### config.mk
export PLATFORM = sky130hd
export DESIGN_NAME = krm_cell
export DESIGN_NICKNAME = d
export VERILOG_FILES = /design/src/rtl/core/krm_pkg.sv /design/src/rtl/core/krm_cell.sv
export SDC_FILE = /design/constraint.sdc
export NUM_CORES = 1
export LEC_CHECK = 0
export ABC_CLOCK_PERIOD_IN_PS = 20800
export BUFFER_PORTS_ARGS = -buffer_cell sky130_fd_sc_hd__buf_2
export CORE_AREA = 2 2 270 272
export CTS_CLUSTER_DIAMETER = 40
export DETAILED_ROUTE_END_ITERATION = 7
export DIE_AREA = 0 0 272 274
export GPL_TIMING_DRIVEN = 0
export SKIP_CTS_REPAIR_TIMING = 1
export SYNTH_ARGS = -nofsm -noshare
export SYNTH_HDL_FRONTEND = slang
export SYNTH_SLANG_ARGS = --single-unit
export TNS_END_PERCENT = 50
### constraint.sdc
create_clock -name clk -period 20.8 [get_ports clk]
set_input_delay 1.04 -clock clk [delete_from_list [all_inputs] [get_ports clk]]
set_output_delay 1.04 -clock clk [all_outputs]
set_load 0.01 [all_outputs]
### src/rtl/core/krm_pkg.sv
// ----------------------------------------------------------------------------
// krm_pkg
// Shared types and constants for the keyed receipt mailbox.
// ----------------------------------------------------------------------------
`default_nettype none

package krm_pkg;

    localparam int DEPTH   = 16;
    localparam int CNT_RAW = $clog2(DEPTH + 1);
    localparam int CNT_W   = (CNT_RAW > 5) ? CNT_RAW : 5;

    localparam int DEST_W  = 16;
    localparam int KIND_W  = 5;
    localparam int AUX_W   = 16;
    localparam int WORD_W  = 64;
    localparam int STAT_W  = 2;
    localparam int RCNT_W  = 5;

    typedef enum logic [1:0] {
        ACT_PUSH  = 2'd0,
        ACT_POP   = 2'd1,
        ACT_QUERY = 2'd2,
        ACT_PURGE = 2'd3
    } action_t;

    typedef enum logic [STAT_W-1:0] {
        STAT_OK      = 2'd0,
        STAT_NOMATCH = 2'd1,
        STAT_FULL    = 2'd2
    } status_t;

    typedef struct packed {
        logic [DEST_W-1:0] dest;
        logic [KIND_W-1:0] kind;
        logic [AUX_W-1:0]  aux;
        logic [WORD_W-1:0] handler;
        logic [WORD_W-1:0] param;
    } slot_t;

    // Broadcast to every cell
    typedef struct packed {
        logic compare;
        logic push;
        logic remove;
    } cell_ctrl_t;

    // What a cell hands to its lower neighbor when the row shifts down
    typedef struct packed {
        logic  valid;
        logic  match;
        slot_t slot;
    } link_t;

endpackage

`default_nettype wire

### src/rtl/core/krm_cell.sv
// ----------------------------------------------------------------------------
// krm_cell
// One slot of the mailbox: holds an entry, its match flag, and takes the
// upper neighbor's entry when an earlier-or-own match is removed, or the pushed entry when it is the lowest empty slot.
// ----------------------------------------------------------------------------
`default_nettype none

module krm_cell
    import krm_pkg::*;
(
    input  wire logic              clk,
    input  wire logic              rst_n,
    input  wire cell_ctrl_t        ctrl,
    input  wire logic [DEST_W-1:0] key,
    input  wire slot_t             push_slot,
    input  wire logic              prev_valid,
    input  wire logic              hit_in,
    input  wire link_t             up,
    output link_t                  down,
    output logic                   hit_out,
    output slot_t                  sel_slot
);

    logic  valid_reg;
    logic  match_reg;
    slot_t data_reg;

    logic  shift;
    logic  load;
    logic  first;

    assign shift   = ctrl.remove && (hit_in || match_reg);
    assign load    = ctrl.push && !valid_reg && prev_valid;
    assign first   = match_reg && !hit_in;
    assign hit_out = hit_in || match_reg;

    assign down.valid = valid_reg;
    assign down.match = match_reg;
    assign down.slot  = data_reg;

    assign sel_slot = first ? data_reg : '0;

    always_ff @(posedge clk or negedge rst_n)
    begin
        if (!rst_n)
        begin
            valid_reg <= 1'b0;
            match_reg <= 1'b0;
        end
        else if (ctrl.compare)
        begin
            match_reg <= valid_reg && (data_reg.dest == key);
        end
        else if (shift)
        begin
            valid_reg <= up.valid;
            match_reg <= up.match;
        end
        else if (load)
        begin
            valid_reg <= 1'b1;
            match_reg <= 1'b0;
        end
    end

    always_ff @(posedge clk)
    begin
        if (!ctrl.compare && shift)
        begin
            data_reg <= up.slot;
        end
        else if (!ctrl.compare && load)
        begin
            data_reg <= push_slot;
        end
    end

endmodule

`default_nettype wire

======== Yosys cells after proc, flatten, opt, wreduce, memory -nomap -nowiden ========
Index checks and enable logic that the tools add are counted.
word-level totals
  logic and storage cells ................. 32
  input port bits ......................... 355
  output and inout port bits .............. 333
  register bits after elaboration ......... 167
cells by class
  muxes and demuxes ....................... 8
  equal/unequal tests ..................... 1
  reductions and logical operators ........ 15
  bitwise operators ....................... 1
operator list
  operator             count
  two-way mux 165 bit  3
  == test 16 bit       1
  logical AND 1 bit    7
  two-way mux 1 bit    5
  nonzero test 2 bit   2
  zero test 1 bit      3
  nonzero test 3 bit   1
  AND reduction 2 bit  1
  logical OR 1 bit     1
  inverter 1 bit       1

======== Logic depth before layout (Yosys ltp) ========
Gate-level depths: netlist (run 1).
  word-level depth ........................ 6
  gate-level depth with buffers ........... 6
  mapped depth without buffers ............ 4

======== Worst setup path after synthesis (run 1) ========
OpenSTA, ideal clock, no wires.
  kind .................................... input port to flip-flop
  start ................................... in hit_in
  end ..................................... reg valid_reg
  data required time ...................... 20.704 ns
  buffers on the path ..................... 0
  path slack .............................. 10.528 ns
  stages .................................. 4
  arrival time ............................ 10.177 ns
  setup time .............................. 0.096 ns
  cell sequence ........................... or2_4 nand2_4 a21oi_1 o32a_1
on the way
  cells in the longest elaborated chain, start to end .. 4
  elaborated cells on any way between the ends .. 5
  those cells by class .................... mux: 1; reduce/logical: 4
ends and longest elaborated chain
  what                           line            text
  start, declared                krm_cell.sv:17  input wire logic hit_in,
  logical OR 1 bit (*)           krm_cell.sv:32  assign shift = ctrl.remove && (hit_in || match_reg);
  logical AND 1 bit (*)          krm_cell.sv:32
  nonzero test 2 bit (no line)   -
  AND reduction 2 bit (no line)  -
  end signal, assigned           krm_cell.sv:56  valid_reg <= up.valid;
  end, declared                  krm_cell.sv:24  logic valid_reg;
Mark *: on every way between the ends. The rest lies on a longest branch, timed or not.
A chain may end at the register's enable or synchronous reset.

==> flow_metrics.py, run 1 <==
metrics = {
    "critical_path": {
        "critPathKind": "input port to output pin",
        "cp_data_arrival_time_ns": 3.37,
        "start_kind": "input port",
        "path_max_fanout": 10,
        "required_ns": 19.76,
        "cp-end-kind": "output pin",
        "r2r_slack_ns": 18.52,
    },
    "timing": {
        "fin_ws_ns": 16.39,
        "clock.fmax_ghz": 0.2266,
        "clock_skew_ns": 0.01264,
        "fin_crit_sh_pct": 21.21,
        "grt_setup_unrepaired": "false",
        "layout_min_cycle_time_ns": 4.412,
        "finalSetupViolations": 0,
        "hold_slack_ns": 0.3347,
        "slew_viol_final": 0,
        "slew_headroom_pct": 29.21,
        "worst_pin_slew_ns": 1.062,
        "hold_viol": 0,
        "finalSetupTns_ns": 0,
    },
    "synthesis": {
        "avgSynthCellArea_um2": 15.55,
        "synth_cell_types": 23,
        "syn_nets": 922,
        "ys_ff_latch": 167,
        "postSynthCellCount": 567,
        "synth_edf_count": 165,
        "yosysSeqAreaShare_pct": 56.78,
        "yosysWarnings": 0,
        "synth-async-reset-ratio_pct": 1.198,
        "ys.flop_type": "edfxtp_1",
        "syn_area_mm2": 0.008815,
    },
    "layout": {
        "utilization_pct": 19.75,
        "syn_to_final_growth_pct": 61.28,
        "fin_nets": 1634,
        "drive_above_1_share_pct": 70.82,
        "largest_reg_flops": 165,
        "final_cell_mix": "buf_2 (689), and2_1 (165), edfxtp_1 (165)",
        "final_common_cell": "buf_2",
        "fill_cells": 7859,
        "instances_no_fill": 2260,
    },
    "die": {
        "die_w_um": 272,
        "ios": 688,
        "die_h_um": 274,
        "initial_utilization_pct": 12.25,
        "dieArea_mm2": 0.07453,
        "coreArea_mm2": 0.07197,
        "num_rows": 99,
    },
    "routing": {
        "post_drt_wl_per_cell_um": 18.83,
        "drt-initial-drc-count": 338,
        "drtPass1Iterations": 4,
        "viasPerCell": 3.398,
        "drc": 0,
        "ant_nets": 0,
        "wl_um": 42560,
        "vias": 7679,
    },
    "placed_design": {
        "routabilityCongestion": 0.8377,
        "dp.cells": 2219,
        "dp_slack_ns": 16.34,
        "hpwl_um": 36280,
        "port_buffers": 687,
    },
    "clocking": {
        "cts_sinks": 167,
        "clock-root-buffer": "clkbuf_16",
        "clk_latency_ns": 0.49,
        "htree_levels": 4,
        "cts_made_buffers": 17,
        "clkTransAtPathRegs_ns": 0.08,
        "ctsLongestPathBuffers": 2,
        "cts_tree": "yes",
    },
    "power_and_ir_drop": {
        "p_per_area_mw_per_mm2": 62.68,
        "power.ir.vdd_worst_v": 0.00004145,
        "p_leak_nw": 6.529,
    },
    "global_route": {
        "antenna_found_initial": 35,
        "grtUsageTotal_pct": 10.81,
        "grt.overflow.total": 0,
        "grt_pass1_vias": 7203,
        "grt_pass1_wl_um": 53830,
        "grt_max_degree": 30,
    },
    "min_path": {
        "worstHoldPathType": "input port to async pin",
    },
    "job": {
        "drv_cap": 0,
    },
    "status": {
        "status": "completed",
    },
}
per-layer routing:
| metal | global-route usage, % | routed length (µm) | part of all wire (%) |
|---|---|---|---|
| met5 | 0 | 187 | 0.44 |
| met4 | 7.273 | 2666 | 6.3 |
| met3 | 4.414 | 4222 | 9.9 |
| met2 | 18.03 | 20020 | 47 |
| met1 | 11.16 | 15460 | 36 |
kinds of logic after synthesis:
group                  count (synthesis)  synth area share [%]
AO/OA/AOI/OAI                          5                0.4259
flip-flops                           167                 56.78
AND/OR/NAND/NOR                      176                 12.65
multiplexers                         165                 25.34
XOR/XNOR                              16                 1.590
buffers and inverters                 38                 3.222
stage by stage:
step	power [mW]	area, µm²
after floorplan	0.4822	8815
after global placement	0.5611	13450
after detailed placement	0.5569	13580
after CTS	0.9150	14190
after global routing	0.9334	14200
final	0.8911	14220
cell type report:
type	count	area, µm²	share of cell area [%]
Clock buffer	17	425.4	2.992
Multi-Input combinational cell	362	3537	24.88
Timing Repair Buffer	693	3558	25.03
Antenna cell	9	22.52	0.1584
Sequential cell	167	5005	35.21
Clock inverter	15	183.9	1.294
Buffer	38	284.0	1.998
Tap cell	959	1200	8.440
cell usage after synthesis, drive strengths merged, types with 2 or more instances:
cell type / count / area share [%]
nand3b: 2 / 0.17
buf: 21 / 2.5
xnor2: 16 / 1.6
clkbuf: 17 / 0.72
edfxtp: 165 / 56
a21oi: 2 / 0.11
dfrtp: 2 / 0.57
mux2: 165 / 25
and2: 165 / 12
nand4: 3 / 0.21
worst max-delay path, stage by stage:
cell	delay (ns)
buf_2	0.11
nor2b_1	0.40
buf_2	0.58
clkbuf_1	0.84
and2_1	0.23
buf_2	0.13
where the power goes:
part           internal (mW)  switching, mW
Clock                  0.173          0.171
Combinational         0.0781         0.0632
Sequential             0.394         0.0125
Total                  0.644          0.247
path summary, 6_finish.rpt:
path	startpoint	end	depth (start not counted)
min in group clk	valid_reg	valid_reg	1
max reg2reg	valid_reg	down[53]	5
max	hit_in	sel_slot[92]	6
max in group asynchronous	rst_n	match_reg	1
min reg2reg	valid_reg	valid_reg	1
min	rst_n	valid_reg	1
Power figures use the tool's default switching activity.
==> inputs of run 2 (changes only) <==
- ABC_AREA: unset -> 1
- ABC_CLOCK_PERIOD_IN_PS: 20800 -> 3700
- CORE_AREA: 2 2 270 272 -> 2 2 267 269
- DIE_AREA: 0 0 272 274 -> 0 0 269 271
- clock period: 20.8 -> 3.7 ns (I/O delays scaled with it)
==> flow_metrics.py, run 2 <==
metrics = {
    "status": {
        "status": "completed",
    },
    "synthesis": {
        "yosysWarnings": 0,
        "synth_most_common_cell": "nand2_1",
        "syn_area_mm2": 0.008857,
        "synth_cell_types": 17,
        "yosysSeqAreaShare_pct": 56.51,
        "synth_top_area_share_pct": 55.94,
        "syn_nets": 1478,
        "synth_area_leader_cell": "edfxtp_1",
        "synth_area_leaders": "edfxtp_1 (56%), nand2_1 (22%), nor2_1 (7.5%)",
        "synthTopCellsByCount": "nand2_1 (527), nor2_1 (177), inv_1 (175)",
        "synth_edf_count": 165,
        "synth-async-reset-ratio_pct": 1.198,
        "ys_ff_latch": 167,
        "ys.flop_type": "edfxtp_1",
        "postSynthCellCount": 1123,
        "avgSynthCellArea_um2": 7.887,
    },
    "routing": {
        "drc": 0,
        "viasPerCell": 3.579,
        "drt-initial-drc-count": 567,
        "vias": 10979,
        "post_drt_wl_per_cell_um": 16.38,
        "wl_um": 50260,
        "ant_nets": 0,
        "drtPass1Iterations": 5,
    },
    "timing": {
        "slew_headroom_pct": 37.52,
        "clock.fmax_ghz": 0.3412,
        "grt_setup_unrepaired": "false",
        "hold_slack_ns": 0.01006,
        "fin_crit_sh_pct": 79.21,
        "hold_viol": 0,
        "finalSetupViolations": 0,
        "layout_min_cycle_time_ns": 2.931,
        "worst_pin_slew_ns": 0.9372,
        "fin_ws_ns": 0.7693,
        "slew_viol_final": 0,
        "finalSetupTns_ns": 0,
        "clock_skew_ns": 0.01307,
    },
    "clocking": {
        "cts_tree": "yes",
        "ctsLongestPathBuffers": 2,
        "htree_levels": 4,
        "clk_latency_ns": 0.48,
        "clock-root-buffer": "clkbuf_16",
        "cts_made_buffers": 17,
        "clkTransAtPathRegs_ns": 0.08,
        "cts_sinks": 167,
    },
    "layout": {
        "regArea_mm2": 0.005005,
        "instances_no_fill": 3068,
        "multi_input_area_mm2": 0.002760,
        "final_common_cell": "buf_2",
        "syn_to_final_growth_pct": 90.99,
        "final_area_mm2": 0.01692,
        "fin_nets": 2464,
        "drive_above_1_share_pct": 36.85,
        "fill_cells": 7661,
        "final_cell_mix": "buf_2 (705), nand2_1 (527), dlygate4sd3_1 (276)",
        "largest_reg_flops": 165,
        "utilization_pct": 24.24,
    },
    "placed_design": {
        "hpwl_um": 39000,
        "dp_slack_ns": 1.003,
        "place_area_mm2": 0.01356,
        "dp.cells": 2754,
        "port_buffers": 687,
        "routabilityCongestion": 0.9900,
    },
    "critical_path": {
        "path_max_fanout": 11,
        "cp-end-kind": "output pin",
        "cp_data_arrival_time_ns": 2.75,
        "start_kind": "register",
        "critPathKind": "register to output pin",
        "required_ns": 3.51,
    },
    "min_path": {
        "worstHoldPathType": "input port to register",
    },
    "job": {
        "drv_cap": 0,
    },
    "global_route": {
        "grt_pass1_vias": 9174,
        "grt_max_degree": 40,
        "grt.overflow.total": 0,
        "grtUsageTotal_pct": 12.59,
        "grt_pass1_wl_um": 63340,
        "antenna_found_initial": 12,
    },
    "die": {
        "die_w_um": 269,
        "coreArea_mm2": 0.06979,
        "ios": 688,
        "num_rows": 97,
        "dieArea_mm2": 0.07290,
        "die_h_um": 271,
        "initial_utilization_pct": 12.69,
    },
    "power_and_ir_drop": {
        "power.ir.vdd_worst_v": 0.0001864,
        "p_total_mw": 5.338,
        "p_leak_nw": 9.115,
        "p_per_area_mw_per_mm2": 315.6,
    },
}
==> run 2: changes by cell type after synthesis, moves of 4 or more <==
cell	before	now
xnor2_1	16	3
o21ai_0	0	4
nand2_1	0	527
mux2_4	100	0
inv_1	0	175
mux2_2	65	0
buf_2	2	18
and2_1	165	0
clkbuf_1	17	4
nor2_1	0	177
buf_4	2	17
nand3_1	1	5
==> run 2: cells by family after synthesis <==
kind of cell,after synthesis,share of synthesized area (%)
DFF,167,56.51
and+or+nand+nor,712,30.39
buffers and inverters,234,12.33
xor gates and xnor gates,5,0.4945
AOI/OAI and AO/OA,5,0.2825
==> run 2: metal layers <==
metal	GRT usage, %	vias up	routed length, µm
met1	16.09	5022	21570
met5	0	-	13
met2	20.52	564	23770
met4	4.839	2	1320
met3	2.794	71	3583
li1	-	5320	-
==> run 2: power by group <==
group	total, mW	internal [mW]	leakage, nW	switching [mW]
Combinational	1.14	0.583	7.28	0.559
Sequential	2.29	2.22	1.56	0.0710
Clock	1.91	0.957	0.281	0.950
==> run 2: path summary, 6_finish.rpt <==
path,endpoint,depth (start not counted),slack (ns),startpoint
setup / recovery,sel_slot[111],5,0.77,match_reg
setup reg to reg,down[39],7,0.96,valid_reg
hold / removal,down[80],3,0.01,up[80]
max in group asynchronous,valid_reg,2,3.57,rst_n
min in group asynchronous,match_reg,2,0.04,rst_n
hold reg to reg,match_reg,4,0.69,match_reg
==> run 2: final cells by class <==
type,instances,area share [%]
Antenna cell,6,0.08876
Buffer,56,2.507
Clock buffer,17,2.515
Clock inverter,15,0.9320
Inverter,178,3.972
Multi-Input combinational cell,722,16.32
Sequential cell,167,29.59
Tap cell,940,6.953
Timing Repair Buffer,967,37.13
==> run 2: critical path, cell delays in order (launching register included) <==
cell and delay (ns):
dfrtp_1 0.41, nand2_1 0.21, clkbuf_1 0.73, buf_2 0.60
nor2_1 0.12, buf_2 0.17
